## src/rtl/core/lpht_pkg.sv

```systemverilog
// Package for the linear-probe hash table: sizes, status and kind codes,
// slot layout, RAM write port and controller states. No dependencies.
package lpht_pkg;

  localparam int SLOTS  = 8;
  localparam int IDX_W  = $clog2(SLOTS);
  localparam int KEY_W  = 31;
  localparam int MASK_W = 5;
  localparam int STAT_W = 2;

  localparam logic [IDX_W-1:0] LAST_IDX = IDX_W'(SLOTS - 1);
  localparam bit SLOTS_POW2 = ((SLOTS & (SLOTS - 1)) == 0);

  typedef enum logic {
    KIND_RESERVE = 1'b0,
    KIND_INQUIRE = 1'b1
  } kind_t;

  typedef enum logic [STAT_W-1:0] {
    STAT_STORED  = 2'd0,
    STAT_FULL    = 2'd1,
    STAT_FOUND   = 2'd2,
    STAT_MISSING = 2'd3
  } status_t;

  typedef struct packed {
    logic              valid;
    logic [KEY_W-1:0]  key;
    logic [MASK_W-1:0] mask;
  } slot_t;

  typedef struct packed {
    logic             en;
    logic [IDX_W-1:0] addr;
    slot_t            data;
  } ram_wr_t;

  typedef enum logic [1:0] {
    ST_CLEAR,
    ST_IDLE,
    ST_HOME,
    ST_PROBE
  } state_t;

endpackage

```

## src/rtl/core/lpht_ram.sv

```systemverilog
// Slot memory of the hash table: one write port, one read port with
// registered read data. Depends on lpht_pkg.
module lpht_ram import lpht_pkg::*; (
  input  logic             clk,
  input  ram_wr_t          wr,
  input  logic [IDX_W-1:0] rd_addr,
  output slot_t            rd_data
);

  slot_t mem [SLOTS];
  slot_t rd_data_r;

  always_ff @(posedge clk) begin
    if (wr.en) begin
      mem[wr.addr] <= wr.data;
    end
    rd_data_r <= mem[rd_addr];
  end

  assign rd_data = rd_data_r;

endmodule

```

## src/rtl/core/lpht_home.sv

```systemverilog
// Home slot unit: customer id modulo the slot count. Power-of-two tables
// take the low bits into one register; others use a reciprocal multiply, a
// multiply-subtract and one correction step, each registered. Depends on lpht_pkg.
module lpht_home import lpht_pkg::*; (
  input  logic             clk,
  input  logic             rst_n,
  input  logic             start,
  input  logic [KEY_W-1:0] id,
  output logic             done,
  output logic [IDX_W-1:0] slot
);

  if (SLOTS_POW2) begin : g_pow2
    logic             done_r;
    logic [IDX_W-1:0] slot_r;

    always_ff @(posedge clk) begin
      if (!rst_n) begin
        done_r <= 1'b0;
      end else begin
        done_r <= start;
      end
    end

    always_ff @(posedge clk) begin
      if (start) begin
        slot_r <= id[IDX_W-1:0];
      end
    end

    assign done = done_r;
    assign slot = slot_r;
  end else begin : g_div
    localparam int REM_W = IDX_W + 1;
    // Truncated reciprocal: the quotient estimate is low by at most one.
    localparam logic [KEY_W-1:0] RECIP   = KEY_W'((64'd1 << KEY_W) / SLOTS);
    localparam logic [KEY_W-1:0] SLOTS_K = KEY_W'(SLOTS);
    localparam logic [REM_W-1:0] SLOTS_R = REM_W'(SLOTS);

    logic               s1_r;
    logic               s2_r;
    logic               done_r;
    logic [KEY_W-1:0]   id_r;
    logic [KEY_W-1:0]   quo_r;
    logic [REM_W-1:0]   diff_r;
    logic [IDX_W-1:0]   slot_r;
    logic [2*KEY_W-1:0] prod;
    logic [IDX_W-1:0]   rem_fix;

    assign prod = (2*KEY_W)'(id) * (2*KEY_W)'(RECIP);

    // Remainder estimate lies below twice the slot count; subtract once if needed.
    always_comb begin
      if (diff_r >= SLOTS_R) begin
        rem_fix = IDX_W'(diff_r - SLOTS_R);
      end else begin
        rem_fix = diff_r[IDX_W-1:0];
      end
    end

    always_ff @(posedge clk) begin
      if (!rst_n) begin
        s1_r   <= 1'b0;
        s2_r   <= 1'b0;
        done_r <= 1'b0;
      end else begin
        s1_r   <= start;
        s2_r   <= s1_r;
        done_r <= s2_r;
      end
    end

    always_ff @(posedge clk) begin
      if (start) begin
        id_r  <= id;
        quo_r <= prod[2*KEY_W-1:KEY_W];
      end
      if (s1_r) begin
        diff_r <= REM_W'(id_r - quo_r * SLOTS_K);
      end
      if (s2_r) begin
        slot_r <= rem_fix;
      end
    end

    assign done = done_r;
    assign slot = slot_r;
  end

endmodule

```

## src/rtl/core/linear_probe_hash_table.sv

```systemverilog
// Top level of the open-addressing hash table with linear probing.
// Holds the probe controller; uses lpht_pkg, lpht_home and lpht_ram.
//
// The result strobe is registered once the probe finishes; P slots are probed
// (1 to SLOTS), one slot read per cycle from lpht_ram, from the home slot on.
// No new item is taken before the strobe; busy drops with the strobe.
// Non-power-of-two slot counts also pass lpht_home's multiply-subtract and
// correction steps. Reset: a clearing pass empties every slot; busy stays high.
module linear_probe_hash_table import lpht_pkg::*; (
  input  logic              clk,
  input  logic              rst_n,
  input  logic              start,
  output logic              busy,
  input  logic              in_kind,
  input  logic [KEY_W-1:0]  in_customer_id,
  input  logic [MASK_W-1:0] in_seat_mask,
  output logic              out_valid,
  output logic [STAT_W-1:0] out_status,
  output logic [MASK_W-1:0] out_found_mask
);

  state_t            state_r, state_nxt;

  // Item held for the whole probe walk.
  kind_t             kind_r;
  logic [KEY_W-1:0]  id_r;
  logic [MASK_W-1:0] mask_r;

  // Probe position and number of slots already passed.
  logic [IDX_W-1:0]  pos_r;
  logic [IDX_W-1:0]  cnt_r;
  logic [IDX_W-1:0]  next_pos;

  // Clearing pass address.
  logic [IDX_W-1:0]  clr_r;

  logic              home_start;
  logic              home_done;
  logic [IDX_W-1:0]  home_slot;

  ram_wr_t           ram_wr;
  logic [IDX_W-1:0]  rd_addr;
  slot_t             rd_slot;

  // Probe decision on the slot just read.
  logic              finish;
  logic              do_store;
  status_t           fin_status;
  logic [MASK_W-1:0] fin_mask;

  logic              out_valid_r;
  status_t           out_status_r;
  logic [MASK_W-1:0] out_found_mask_r;

  lpht_home u_home (
    .clk   (clk),
    .rst_n (rst_n),
    .start (home_start),
    .id    (in_customer_id),
    .done  (home_done),
    .slot  (home_slot)
  );

  lpht_ram u_ram (
    .clk     (clk),
    .wr      (ram_wr),
    .rd_addr (rd_addr),
    .rd_data (rd_slot)
  );

  // Wrap round at the last slot.
  assign next_pos = (pos_r == LAST_IDX) ? '0 : pos_r + IDX_W'(1);

  // Decide on the slot at pos_r, whose data arrives this cycle.
  // Reserve stops at the first empty slot; inquire stops at an empty slot or
  // a matching key, never at a mismatch. Both stop after the last slot.
  always_comb begin
    finish     = 1'b0;
    do_store   = 1'b0;
    fin_status = STAT_MISSING;
    fin_mask   = '0;
    if (kind_r == KIND_RESERVE) begin
      if (!rd_slot.valid) begin
        finish     = 1'b1;
        do_store   = 1'b1;
        fin_status = STAT_STORED;
      end else if (cnt_r == LAST_IDX) begin
        finish     = 1'b1;
        fin_status = STAT_FULL;
      end
    end else begin
      if (!rd_slot.valid) begin
        finish     = 1'b1;
        fin_status = STAT_MISSING;
      end else if (rd_slot.key == id_r) begin
        finish     = 1'b1;
        fin_status = STAT_FOUND;
        fin_mask   = rd_slot.mask;
      end else if (cnt_r == LAST_IDX) begin
        finish     = 1'b1;
        fin_status = STAT_MISSING;
      end
    end
  end

  // Next state.
  always_comb begin
    state_nxt = state_r;
    case (state_r)
      ST_CLEAR: begin
        if (clr_r == LAST_IDX) begin
          state_nxt = ST_IDLE;
        end
      end
      ST_IDLE: begin
        if (start) begin
          state_nxt = ST_HOME;
        end
      end
      ST_HOME: begin
        if (home_done) begin
          state_nxt = ST_PROBE;
        end
      end
      ST_PROBE: begin
        if (finish) begin
          state_nxt = ST_IDLE;
        end
      end
      default: state_nxt = ST_CLEAR;
    endcase
  end

  // Controller outputs: home unit kick, RAM read address and write port.
  always_comb begin
    home_start = 1'b0;
    rd_addr    = pos_r;
    ram_wr     = '0;
    case (state_r)
      ST_CLEAR: begin
        ram_wr.en   = 1'b1;
        ram_wr.addr = clr_r;
        ram_wr.data = '0;
      end
      ST_IDLE: begin
        home_start = start;
      end
      ST_HOME: begin
        // Issue the home-slot read as soon as the remainder is ready.
        rd_addr = home_slot;
      end
      ST_PROBE: begin
        // Read ahead at the next slot so its data is ready when it is probed.
        if (!finish) begin
          rd_addr = next_pos;
        end
        if (do_store) begin
          ram_wr.en         = 1'b1;
          ram_wr.addr       = pos_r;
          ram_wr.data.valid = 1'b1;
          ram_wr.data.key   = id_r;
          ram_wr.data.mask  = mask_r;
        end
      end
      default: begin
        home_start = 1'b0;
      end
    endcase
  end

  // Control registers.
  always_ff @(posedge clk) begin
    if (!rst_n) begin
      state_r     <= ST_CLEAR;
      clr_r       <= '0;
      out_valid_r <= 1'b0;
    end else begin
      state_r     <= state_nxt;
      out_valid_r <= (state_r == ST_PROBE) && finish;
      if (state_r == ST_CLEAR) begin
        clr_r <= clr_r + IDX_W'(1);
      end
    end
  end

  // Payload and probe position; hold the item while probing.
  always_ff @(posedge clk) begin
    if ((state_r == ST_IDLE) && start) begin
      kind_r <= kind_t'(in_kind);
      id_r   <= in_customer_id;
      mask_r <= in_seat_mask;
    end
    if ((state_r == ST_HOME) && home_done) begin
      pos_r <= home_slot;
      cnt_r <= '0;
    end else if ((state_r == ST_PROBE) && !finish) begin
      pos_r <= next_pos;
      cnt_r <= cnt_r + IDX_W'(1);
    end
    if ((state_r == ST_PROBE) && finish) begin
      out_status_r     <= fin_status;
      out_found_mask_r <= fin_mask;
    end
  end

  assign busy           = (state_r != ST_IDLE);
  assign out_valid      = out_valid_r;
  assign out_status     = out_status_r;
  assign out_found_mask = out_found_mask_r;

`ifndef SYNTHESIS
  a_strobe_after_probe: assert property (@(posedge clk) disable iff (!rst_n)
    out_valid |-> $past(state_r == ST_PROBE))
    else $error("result strobe without a finished probe");

  a_write_in_walk: assert property (@(posedge clk) disable iff (!rst_n)
    ram_wr.en |-> (state_r == ST_CLEAR) || (state_r == ST_PROBE))
    else $error("slot write outside clearing pass or probe");

  a_mask_only_found: assert property (@(posedge clk) disable iff (!rst_n)
    out_valid && (out_status != STAT_FOUND) |-> (out_found_mask == '0))
    else $error("nonzero mask on a result other than found");

  a_busy_after_transfer: assert property (@(posedge clk) disable iff (!rst_n)
    start && !busy |=> busy && !out_valid)
    else $error("accepted item did not hold the block busy");

  a_store_empty_only: assert property (@(posedge clk) disable iff (!rst_n)
    (state_r == ST_PROBE) && ram_wr.en |-> !rd_slot.valid && (kind_r == KIND_RESERVE))
    else $error("store over an occupied slot");
`endif

endmodule
```

## config.mk

```make
export PLATFORM = sky130hd
export DESIGN_NAME = linear_probe_hash_table
export DESIGN_NICKNAME = d
export VERILOG_FILES = /design/src/rtl/core/lpht_pkg.sv /design/src/rtl/core/lpht_ram.sv /design/src/rtl/core/lpht_home.sv /design/src/rtl/core/linear_probe_hash_table.sv
export SDC_FILE = /design/constraint.sdc
export NUM_CORES = 1
export LEC_CHECK = 0
export ABC_CLOCK_PERIOD_IN_PS = 6900
export BUFFER_PORTS_ARGS = -buffer_cell sky130_fd_sc_hd__buf_2
export CORE_ASPECT_RATIO = 1.4
export CORE_MARGIN = 3
export CORE_UTILIZATION = 53
export DETAILED_ROUTE_END_ITERATION = 10
export PLACE_DENSITY_LB_ADDON = 0.08
export SYNTH_ARGS = -nofsm -noshare
export SYNTH_HDL_FRONTEND = slang
export SYNTH_SLANG_ARGS = --single-unit
```

## constraint.sdc

```tcl
create_clock -name clk -period 6.9 [get_ports clk]
set_input_delay 1.725 -clock clk [delete_from_list [all_inputs] [get_ports clk]]
set_output_delay 1.725 -clock clk [all_outputs]
set_load 0.05 [all_outputs]
```

After elaboration in Yosys (flattened, before gate mapping) --
Memory sizes are Yosys's and may differ from the RTL's. A register that Yosys moved wholly into a read port is not among the register bits. Cells that the tools add are included.
Cells by class: add/subtract/negate cells 3, equal/unequal tests 12, mux-type cells 27, reductions and logical operators 9
Operators with widths (count):
- case mux 41 bit (2 select lines) | 1
- 2-to-1 mux 41 bit | 1
- equality test 31 bit | 1
- 2-to-1 mux 2 bit | 7
- 2-to-1 mux 1 bit | 12
- 2-to-1 mux 3 bit | 4
- adder 3 x 1 -> 3 bit (second input constant) | 3
- equality test 3 bit (second input constant) | 3
- case mux 2 bit (4 select lines) | 1
- != test 2 bit (second input constant) | 3
- case mux 3 bit (2 select lines) | 1
- equality test 2 bit (second input constant) | 2
- logical AND 1 bit | 4
- != test 2 x 1 -> 1 bit (second input constant) | 2
- AND reduction 4 bit | 1
- AND reduction 3 bit | 1
- equality test 2 x 1 -> 1 bit (second input constant) | 1
- zero test 2 bit | 1
- nonzero test 2 bit | 1
- zero test 1 bit | 1
Word-level totals: flip-flop bits (word level) 60, bits in writable memories 296, bits of input ports 40, logic and storage cells 64, memories 1
Memory list:
- u_ram.mem | words 8, bits a word 37, rd ports 1, clocked after Yosys merged registers in 1, write ports 1, line lpht_ram.sv:10 | slot_t mem [SLOTS];

Depth between registers and ports, before layout --
Gate-level depths: netlist of the first run.
word-level depth 9, gate-level depth with buffers 12, mapped depth without buffers 10

Cells and area by module --
Synthesis of the first run repeated with hierarchy kept, for this count alone.
Second synthesis, totals: cells, all modules 704, area, all modules 14802.9 µm²
By module, submodules not included:
- lpht_ram | times used 1, cells an instance 477, area each 11905.2 µm²
- linear_probe_hash_table | times used 1, cells an instance 222, area each 2781.4 µm²
- lpht_home | times used 1, cells an instance 5, area each 116.4 µm²

Worst setup path before layout of the first run --
OpenSTA, ideal clock, no wires.
kind reg2reg, start point register state_r[0], end point memory u_ram.mem[2][0] (netlist name), enable pin, setup time 0.524 ns, arrival time 4.954 ns, data required time 6.376 ns, slack 1.423 ns, cell stages (with the launch flop) 7, path buffers 1, path through dfxtp_1 ha_1 and2_1 clkbuf_1 a22oi_1 nand2_1 nor4_1
On the way: longest elaborated chain between the ends 4
RTL lines:
- start, declared | line linear_probe_hash_table.sv:22 | state_t state_r, state_nxt;
- start signal, assigned | line linear_probe_hash_table.sv:178 | state_r <= state_nxt;
- equality test 2 bit or zero test 2 bit (tied branches) | line linear_probe_hash_table.sv:139 | case (state_r)
- case mux 41 bit (2 select lines) * | line linear_probe_hash_table.sv:139
- 2-to-1 mux 1 bit | line lpht_ram.sv:14 | if (wr.en) begin
- 2-to-1 mux 1 bit (implied by the code) | line lpht_ram.sv:15 | mem[wr.addr] <= wr.data;
- end, declared | line lpht_ram.sv:10
Every way passes the cells marked *; elsewhere a longest branch is shown, timed or not.

Worst setup path in the final report of the first run --
start point register id_r[29], end point register, netlist name u_ram.rd_data[1]
On the way: longest elaborated chain between the ends 6
RTL lines:
- start, declared | line linear_probe_hash_table.sv:26 | logic [KEY_W-1:0] id_r;
- start signal, assigned | line linear_probe_hash_table.sv:190 | id_r <= in_customer_id;
- equality test 31 bit | line linear_probe_hash_table.sv:95 | end else if (rd_slot.key == id_r) begin
- 2-to-1 mux 1 bit | line linear_probe_hash_table.sv:95
- 2-to-1 mux 1 bit | line linear_probe_hash_table.sv:92 | if (!rd_slot.valid) begin
- 2-to-1 mux 1 bit | line linear_probe_hash_table.sv:82 | if (kind_r == KIND_RESERVE) begin
- 2-to-1 mux 3 bit | line linear_probe_hash_table.sv:154 | if (!finish) begin
- case mux 3 bit (2 select lines) | line linear_probe_hash_table.sv:139
Every way passes these cells. A chain may end at the register's enable or synchronous reset.

==> results of run 1 <==
## worst min path at each step
stage / endpoint / slack, ns / depth (start not counted)
2_1_floorplan: cnt_r[1] / 0.46 / 2
3_3_place_gp: cnt_r[2] / 0.48 / 2
3_5_place_dp: cnt_r[1] / 0.49 / 2
4_1_cts: cnt_r[1] / 0.51 / 2
5_1_grt: cnt_r[2] / 0.56 / 2
6_report: cnt_r[1] / 0.50 / 2
## flip-flops by register name, indices dropped and copies added, names as in the netlist, 3 cells and up
register	cells
u_ram.rd_data	37
pos_r	3
out_found_mask	5
mask_r	5
id_r	31
cnt_r	3
u_ram.mem	296
clr_r	3
## cell families (layout without fill, tap and decap cells)
logic type                 Yosys count  after routing  share of synthesized area [%]
AOI/OAI and AO/OA                   99             99                          7.184
xor gates and xnor gates            33             33                          1.865
adders and majority gates           10             10                         0.8072
buffers and inverters               42            139                          1.816
DFF                                390            390                          72.52
muxes                              154            154                          11.46
and+or+nand+nor                    113            113                          4.343
## power breakdown
part           switching [mW]  leakage [nW]  internal (mW)
Sequential              0.112          3.47           3.00
Clock                   0.841         0.620           1.25
Combinational           0.507          1.87          0.209
## stage by stage
stage | instance area (µm²) | std cells
after global routing | 17420 | 1313
after CTS | 17420 | 1313
after floorplan | 15500 | 841
final | 17420 | 1313
after global placement | 16150 | 1244
after detailed placement | 16150 | 1244
## worst max-delay path, delay by kind of cell (launching register included)
| kind | cells | cell delay (ns) |
|---|---|---|
| simple gates | 3 | 1.31 |
| xor+xnor | 1 | 0.38 |
| buf+inv | 1 | 0.46 |
| compound gates | 4 | 1.08 |
| flops | 1 | 0.44 |
## layout make-up
cell class	count	area [µm²]	share of cell area [%]
Clock inverter	18	163.9	0.9407
Tap cell	375	469.2	2.693
Clock buffer	51	1114	6.391
Inverter	6	22.52	0.1293
Sequential cell	390	11240	64.51
Timing Repair Buffer	64	372.9	2.140
Multi-Input combinational cell	409	4041	23.19
## layer usage
layer / vias up / routed length (µm) / GRT usage, %
li1: 3478 / - / -
met1: 4032 / 13880 / 28.67
met2: 194 / 16740 / 35.78
met3: 72 / 1394 / 3.442
met4: 0 / 1082 / 8.178
met5: - / 0 / 0
## placed cells by master, fill, tap and decap left out, types with 5 or more instances in the layout
master     count
and3_1         9
mux2_4        37
edfxtp_1     343
o22ai_1       14
nand4_1       16
xnor2_1       32
mux2_2        36
clkbuf_1       5
nor4_2         7
nor2_1         8
mux2i_1       79
o22ai_2       24
clkbuf_8       5
clkinv_2       5
nand2b_1       5
and2_1        41
nand2_1        9
nor2b_1        5
buf_2         48
a22oi_1        5
inv_1          6
a221oi_1       6
buf_4         15
clkinv_1       7
ha_1          10
clkbuf_16     41
dfxtp_1       47
a221oi_2      30
==> impl_results.md, run 1 <==
- Area grow syn2layout: 12.42%
- Fin crit share: 56.13%
- Core area: 28590 µm²
- Outcome: completed
- PnR worst setup slack: 3.027 ns
- DRC Markers: 0
- Crit start category: flop
- Setup TNS Final: 0 ns
- Worst Reg-to-Reg Cells: 9
- Root buffer selected by CTS: clkbuf_16
- Post-detailed-route wirelength per cell: 25.21 µm
- Slowest stage delay, CP: about 0.56 ns
- Post_cts resized: 0
- Largest net degree at the start of global routing: 149
- Final Hold Vio Count: 0
- Overall routing resource usage: around 22%
- Vias in the first global route: 8330
- Hpwl dp: ~18 mm
- Worst-path clk slew: 0.06 ns
- Final setup vio count: 0
- Synth async-reset ratio: 0%
- Share of the synthesized area in the top cell type: between 60% and 70%
- Iteration-0 DRC Markers: 590
- Clk buf depth: 3
- Nets: 960
- Vias per inst: 5.922
- CTS Sinks: 390
- CP max stage cell: a311oi_1
- CTS Buf Count: 39
- Post-synth top cells: edfxtp_1, mux2i_1, dfxtp_1
- Setup Fix Bufs, Post-CTS: 0
- H-tree depth: 2
- Crit path capture: u_ram.rd_data[1]
- Total power draw: 5.919 mW
- CP startpoint: id_r[29]
- R2r setup slk: 3.03 ns
- Pwr dens: 339.7 nW/µm²
- Cell Chain, Critical Path: xnor2_1 > nand4_1 > nor4_1 > a31oi_1 > a311oi_1 > nand2_2 > buf_4 > o22ai_1 > a221oi_1
- Sequential share of the synthesized area: between 70 and 80%
- Yosys top cell by area: edfxtp_1
- Peak VDD IR: about 0.22 mV
- Post-Syn Nets: 891
- Syn avg cell area: 18.43 µm²
- Most common cell in the synthesized netlist: edfxtp_1
- CTS Hold Bufs: 0
- Die Wd: roughly 150 µm
- Worst hold-check path type: reg -> reg
- Post-layout util: 60.95%
- Dpl ws: 3.118 ns
- Ys Warns: 0
- Synth area leaders: edfxtp_1, dfxtp_1, mux2i_1
- Post-synth EDFFs: 343
- Die Area: 31360 µm²
- Min-delay src: cnt_r[1]
- IO Port Bufs: 48
- Final Skew: 0.01588 ns
- Gr ovfl total: 0
- Hold Worst Slack: 0.5049 ns
- Max FO, Critical Path: 22
- RSZ-0062 raised after global routing: false
- Standard-cell rows: 73
- Detailed-router iteration count before antenna repair: 5
- Synth Flop Type: edfxtp_1
- Vias: 7776
- Starting Density: roughly 54%
- Yosys reg bits: 390
- WL final: 33.10 mm
- # diodes: 0
- Crit Path Class: reg -> reg
- Minimum clock period: a little under 4 ns
- Cell count after synthesis: 841
- Post-synthesis cell area: 15500 µm²
- First-pass GRT wire length: 50.34 mm
- Reg-to-reg startpoint: id_r[29]
- Worst skew pair latency: 0.53 ns
- GPL Wtd Cong: approximately 0.75
- Critical Path AT: 4.22 ns
- Crit end category: flop
- Final Slew Violations: 0
- Detail Route Antenna Nets: 0
- Worst endpoint required time: 7.25 ns
- Leak: a little under 6 nW
- RR Endpoint: u_ram.rd_data[1]
- TritonCTS clock tree: done
- Cell variety after synth: 51
- # IOs: 49
- Share of layout cells above drive strength 1: 28.78%
- Die Ht: 208.3 µm
- Slew @ Worst Pin: 1.169 ns
- Fmax: 258.2 MHz
- # Max-Cap Violations: 0
- Max transition margin: between 20% and 30%
- Initial antenna violation count: 0
- FILL cells: 2090
(Power assumes the default switching activity.)
==> run 2, diff against run 1 <==
--- a/config.mk
+++ b/config.mk
@@ -5,7 +5,8 @@
 export SDC_FILE = /design/constraint.sdc
 export NUM_CORES = 1
 export LEC_CHECK = 0
-export ABC_CLOCK_PERIOD_IN_PS = 6900
+export ABC_AREA = 1
+export ABC_CLOCK_PERIOD_IN_PS = 3500
 export BUFFER_PORTS_ARGS = -buffer_cell sky130_fd_sc_hd__buf_2
 export CORE_ASPECT_RATIO = 1.4
 export CORE_MARGIN = 3
==> constraint.sdc (replaced) <==
create_clock -name clk -period 3.5 [get_ports clk]
set_input_delay 0.875 -clock clk [delete_from_list [all_inputs] [get_ports clk]]
set_output_delay 0.875 -clock clk [all_outputs]
set_load 0.05 [all_outputs]
==> run 2 against run 1 <==
Clock skew fell by 0.0046 ns; die area increased by 10%; synthesized cell count increased by 110%; synthesized area is 11% higher; largest cell class unchanged; combinational power rose to 6.9 times the previous value; highest routed layer unchanged.
==> impl_results.md, run 2 <==
- Outcome: completed
- Crit end category: flop
- Most common cell in the synthesized netlist: nand2_1
- Standard-cell rows: 77
- Gr ovfl total: 0
- Cell variety after synth: 33
- Minimum clock period: 2.915 ns
- Final setup vio count: 0
- Register share of total power: 42.0%
- Slew @ Worst Pin: 1.079 ns
- Simple-gate share of the synthesized area: between 20% and 30%
- Post_cts resized: 0
- Worst endpoint required time: 3.92 ns
- Starting Density: 53.97%
- Combinational power share: 31.7%
- Yosys reg bits: 390
- Final Hold Vio Count: 0
- Detailed-router iteration count before antenna repair: 5
- Max transition margin: 28.07%
- Vias in the first global route: between 10k and 15k
- Core area: roughly 32000 µm²
- First-pass GRT wire length: 62.45 mm
- Leak: 8.926 nW
- Compound-Gate Fraction of Synth Area: 1.225%
- Mux cell area share after synthesis: 0%
- Post-synth top cells: nand2_1, inv_1, edfxtp_1
- Dpl cell area: 17970 µm²
- Final Slew Violations: 0
- Synth Area in XOR/XNOR: 0.4083%
- Synth Area in Adders: less than 1%
- Vias: ~12k
- Die Ht: about 220 µm
- Fmax: 343.1 MHz
- Setup Fix Bufs, Post-CTS: 0
- Commonest cells after routing, fill and taps aside: nand2_1, inv_1, edfxtp_1
- WL final: 40.62 mm
- IO Port Bufs: 48
- Final Skew: ~0.011 ns
- H-tree depth: 2
- Cell count after synthesis: between 1.5k and 2k
- Sequential share of the synthesized area: 65.50%
- Share of layout cells above drive strength 1: 10.01%
- Initial antenna violation count: 0
- Post-detailed-route wirelength per cell: between 15 and 20 µm
- CTS Buf Count: 39
- RR Endpoint: u_ram.rd_data[26]
- Detail Route Antenna Nets: 0
- Internal power: between 10 and 15 mW
- Fin crit share: 83.28%
- CTS Sinks: between 300 and 400
- Worst hold-check path type: reg -> reg
- Vias per inst: 5.212
- # IOs: 49
- GPL Wtd Cong: 0.8739
- Sw Ratio: 35.43%
- Syn avg cell area: ~9.7 µm²
- Worst hold endpoint: cnt_r[2]
- Post-Syn Nets: roughly 1.8k
- Worst skew pair latency: 0.54 ns
- Clk buf depth: 3
- Design Area, Final: 19240 µm²
- Yosys top cell by area: edfxtp_1
- Commonest non-fill, non-tap cell in the layout: nand2_1
- Clk pwr share: approximately a quarter
- # diodes: 0
- Area grow syn2layout: 12.12%
- FILL cells: 2613
- R2r setup slk: 0.59 ns
- Net switching power: ~5.6 mW
- Synth area leaders: edfxtp_1, nand2_1, nand3_1
- DRC Markers: 0
- TritonCTS clock tree: done
- Critical Path AT: ~3.3 ns
- RSZ-0062 raised after global routing: false
- CTS Hold Bufs: 0
- Pwr dens: 814.2 nW/µm²
- Hpwl dp: 23.38 mm
- Synth async-reset ratio: 0%
- Max FO, Critical Path: 96
- Nets: 1860
- Largest family of logic cells by synthesized area: simple AND/OR/NAND/NOR gates
- Max reg flops: 296
- # Max-Cap Violations: 0
- Final std cells w/o fill: 2234
- Crit Path Class: reg -> reg
- Crit start category: flop
- Peak VDD IR: 0.6959 mV
- Largest net degree at the start of global routing: about 150
- Worst Hold Depth: 2
- Overall routing resource usage: 23.77%
- Placed Cells: ~2.2k
- Worst-path clk slew: around 0.060 ns
- Root buffer selected by CTS: clkbuf_16
- Worst Reg-to-Reg Cells: 19
- Die Wd: 158.1 µm
- Share of the synthesized area in the top cell type: between 60% and 70%
- Ys Warns: 0
- Post-synthesis cell area: 17160 µm²
- Post-synth EDFFs: ~340
- Synth Flop Type: edfxtp_1
- Min-delay src: cnt_r[2]
- Biggest register: u_ram.mem
- Die Area: roughly 35000 µm²
- Iteration-0 DRC Markers: 800
- Reg-to-reg startpoint: id_r[25]
run 2: changes by cell type in the layout (fill, tap and decap cells not counted), sizes merged, moves of 35 or more:
cell	before	now
a221oi	36	1
nand3	1	301
and2	42	0
inv	6	398
mux2	74	0
nor2	10	71
nand2	10	458
mux2i	80	0
o22ai	38	2
run 2: routing by layer:
layer	share of wire [%]	global-route usage [%]	up-vias
li1	-	-	5688
met1	43	32.07	5563
met2	49	40.13	314
met3	5.2	3.373	78
met4	2.5	7.231	0
met5	0	0	-
run 2: cell type report:
class	count	area (µm²)	share of cell area, %
Sequential cell	390	11240	58.43
Multi-Input combinational cell	897	4120	21.42
Inverter	401	1505	7.823
Clock buffer	55	1139	5.918
Timing Repair Buffer	81	613.1	3.187
Tap cell	395	494.2	2.569
Clock inverter	15	127.6	0.6633
run 2: cells by family (layout without fill, tap and decap cells):
group | count (synthesis) | in the layout
flip-flops | 390 | 390
XOR/XNOR | 8 | 8
adder cells (fa/ha/maj) | 10 | 10
AO/OA/AOI/OAI | 36 | 36
AND/OR/NAND/NOR | 843 | 843
buffers and inverters | 475 | 552
run 2: worst max path at each step:
stage | start | to | slack [ns] | depth (start not counted)
finish | id_r[25] | u_ram.rd_data[26] | 0.59 | 19
global route | id_r[7] | u_ram.rd_data[21] | 0.29 | 19
CTS | id_r[7] | u_ram.rd_data[4] | 0.58 | 19
detailed placement | state_r[0] | u_ram.mem[1][21] | 0.58 | 11
global placement | id_r[24] | u_ram.rd_data[21] | 0.63 | 17
floorplan | state_r[0] | u_ram.mem[1][0] | -0.42 | 9
run 2: power groups by stage:
stage               Clock [mW]  Sequential [mW]  Combinational, mW
global route              4.36             6.67               5.58
detailed placement           0             6.68               5.02
floorplan                    0             6.62               3.40
finish                    4.12             6.59               4.96
CTS                       4.18             6.59               5.03
global placement             0             6.66               4.94
run 2: stage by stage:
stage / TNS [ns] / power, mW / utilization (%) / setup slack, ns / hold slack (ns)
after floorplan: -62.60 / 10.02 / - / -0.4230 / 0.4281
after CTS: 0 / 15.79 / 60.52 / 0.5831 / 0.4545
after global routing: 0 / 16.60 / 60.52 / 0.2876 / 0.4864
after global placement: 0 / 11.60 / 56.53 / 0.6254 / 0.4381
after detailed placement: 0 / 11.69 / 56.53 / 0.5769 / 0.4451
final: 0 / 15.67 / 60.52 / 0.5851 / 0.4551
run 2: critical path, cell delays in order (launching register included):
cell and delay, ns:
edfxtp_1 0.43, inv_1 0.10, nand2_1 0.11, nand2_1 0.09, inv_1 0.04, nand2_1 0.05, nor2_1 0.03, nand2_1 0.09
nor2_2 0.07, nand2_4 0.08, nand2_2 0.06, nand2_4 0.08, inv_2 0.10, nand2_4 0.10, buf_4 0.79, nand3_1 0.17
nand3_1 0.14, nand2_1 0.06, nand2_1 0.05, nand2_1 0.06
==> run 3, diff against run 2 <==
--- a/config.mk
+++ b/config.mk
@@ -5,8 +5,8 @@
 export SDC_FILE = /design/constraint.sdc
 export NUM_CORES = 1
 export LEC_CHECK = 0
-export ABC_AREA = 1
-export ABC_CLOCK_PERIOD_IN_PS = 3500
+export ABC_AREA = 0
+export ABC_CLOCK_PERIOD_IN_PS = 2550
 export BUFFER_PORTS_ARGS = -buffer_cell sky130_fd_sc_hd__buf_2
 export CORE_ASPECT_RATIO = 1.4
 export CORE_MARGIN = 3
==> constraint.sdc (replaced) <==
create_clock -name clk -period 2.55 [get_ports clk]
set_input_delay 0.6375 -clock clk [delete_from_list [all_inputs] [get_ports clk]]
set_output_delay 0.6375 -clock clk [all_outputs]
set_load 0.05 [all_outputs]
==> run 3 against run 2 <==
The flow now finishes with violations (negative setup slack); non-clock buffer count increased by 81; sequential share of layout area increased by 0.26 points; maximum frequency increased by 5.6%; sequential power increased by 28%; power increased by 4.8%; worst hold slack got worse by 0.17 ns; final cell count decreased by 37%; global-route usage decreased by 1.6 points; clock power increased by 33%; clock skew about the same; register-to-register slack got worse by 0.79 ns; die area decreased by 9.4%; critical endpoint is now u_ram.rd_data[31]; largest power group unchanged.
==> impl_results.md, run 3 (same netlist as run 1, synthesis figures left out) <==
- Outcome: finished with violations
- Failing checks: negative setup slack
- WL final: roughly 35 mm
- Detail Route Antenna Nets: 0
- IO Port Bufs: 48
- Final Slew Violations: 0
- Die Wd: ~150 µm
- Fin crit share: 108.2%
- Final setup vio count: 37
- Worst skew pair latency: 0.53 ns
- Area grow syn2layout: 23.60%
- Die Ht: between 200 and 250 µm
- Met3 WL: 1.280 mm
- Dpl cell area: 17200 µm²
- # IOs: 49
- Detailed-router iteration count before antenna repair: 5
- Minimum clock period: 2.760 ns
- Starting Density: between 50% and 60%
- Leak: 6.807 nW
- Gr ovfl total: 0
- Root buffer selected by CTS: clkbuf_16
- Vias: between 8k and 9k
- Standard-cell rows: 73
- Core area: about 29000 µm²
- Peak VDD IR: 0.7459 mV
- Hold Worst Slack: 0.2814 ns
- Post-layout util: 67.01%
- Share of layout cells above drive strength 1: 39.73%
- # diodes: 0
- Max reg flops: 296
- Vias in the first global route: ~8.6k
- Slew @ Worst Pin: 0.5789 ns
- Met2 wire length: between 15 and 20 mm
- Final Hold Vio Count: 0
- Largest net degree at the start of global routing: 38
- RSZ-0062 raised after global routing: true
- Nets: ~1.1k
- Commonest cells after routing, fill and taps aside: edfxtp_1, mux2i_1, buf_4
- CTS Hold Bufs: 0
- Pwr dens: between 800 and 900 nW/µm²
- Crit end category: flop
- DRC Markers: 0
- Commonest non-fill, non-tap cell in the layout: edfxtp_1
- Worst-path clk slew: 0.06 ns
- Cell Chain, Critical Path: xnor2_1 > buf_4 > nand4_1 > nor4_4 > nand4_1 > o311ai_4 > buf_12 > buf_12 > mux2_2 > o22ai_2 > a221oi_2
- Initial antenna violation count: 0
- H-tree depth: 2
- Worst endpoint required time: around 3.0 ns
- Setup TNS Final: -5.840 ns
- Design Area, Final: around 19000 µm²
- First-pass GRT wire length: between 50 and 60 mm
- Max transition margin: just over 60%
- PnR worst setup slack: -0.2095 ns
- Final Skew: 0.01165 ns
- GPL Wtd Cong: 0.8078
- # Max-Cap Violations: 0
- Hpwl dp: approximately 20 mm
- Die Area: between 30000 and 40000 µm²
- Clk buf depth: 3
- Crit Path Class: reg -> reg
- CP max stage cell: edfxtp_1
- Vias per inst: 5.746
- Sum of routed wire segments on met1: roughly 14 mm
- Max FO, Critical Path: 15
- Slowest stage delay, CP: 0.40 ns
- Crit start category: flop
- Worst hold-check path type: in -> reg
- Critical Path AT: 3.16 ns
- Fmax: 362.4 MHz
- Post-detailed-route wirelength per cell: approximately 25 µm
- CTS Sinks: 390
- Biggest register: u_ram.mem
- TritonCTS clock tree: done
- Top Layer Used: met4
- CTS Buf Count: 38
- Iteration-0 DRC Markers: between 400 and 500
- Overall routing resource usage: ~22%
==> run 3: through the flow <==
stage | power (mW) | worst slack, ns | instances
detailed placement | 10.98 | -0.3739 | 1313
global placement | 10.89 | -0.4004 | 1313
global route | 17.01 | -0.3190 | 1412
finish | 16.41 | -0.2095 | 1412
CTS | 16.50 | -0.2029 | 1394
floorplan | 9.780 | -0.5398 | 841
==> run 3: where the power goes <==
group / internal, mW / total [mW] / switching (mW) / leakage (nW)
registers: 8.11 / 8.43 / 0.322 / 3.47
clock network: 3.17 / 5.46 / 2.29 / 0.594
logic: 0.971 / 2.52 / 1.55 / 2.75
total: 12.3 / 16.4 / 4.16 / 6.81
==> run 3: final timing paths <==
check	from	endpoint	slack, ns	cells after the start
min reg2reg	cnt_r[2]	cnt_r[2]	0.53	2
max reg2reg	id_r[9]	u_ram.rd_data[31]	-0.21	11
max	id_r[9]	u_ram.rd_data[31]	-0.21	11
min	in_customer_id[25]	id_r[25]	0.28	1
==> run 3: repair_timing <==
| item | in CTS | in global routing |
|---|---|---|
| cloned | 0 | 5 |
| pin swaps | 11 | 9 |
| endpoints found under the setup margin | 81 | 46 |
| setup buffers | 11 | 13 |
| resized for setup | 42 | 33 |
==> run 3: area by class of cell <==
class                      count  area, µm²
clock buffer                  56       1122
sequential                   390      11240
clock inverter                14      106.4
inverter                       6      22.52
tap                          375      469.2
multi-input combinational    409       4521
timing repair buffer         162       1674
fill                        1904       9430
==> run 3: worst max-delay path: cells and delay by family, from the launching register on <==
family | cells | cell delay (ns)
compound gates | 3 | 0.37
simple gates | 3 | 0.63
flops | 1 | 0.40
xor+xnor | 1 | 0.30
buf+inv | 3 | 0.57
mux | 1 | 0.35
==> run 3: per-layer routing <==
layer,up-vias,global-route usage [%]
met5,-,0
met1,4173,28.77
met3,54,3.072
met4,0,6.757
met2,203,38.52
li1,3683,-
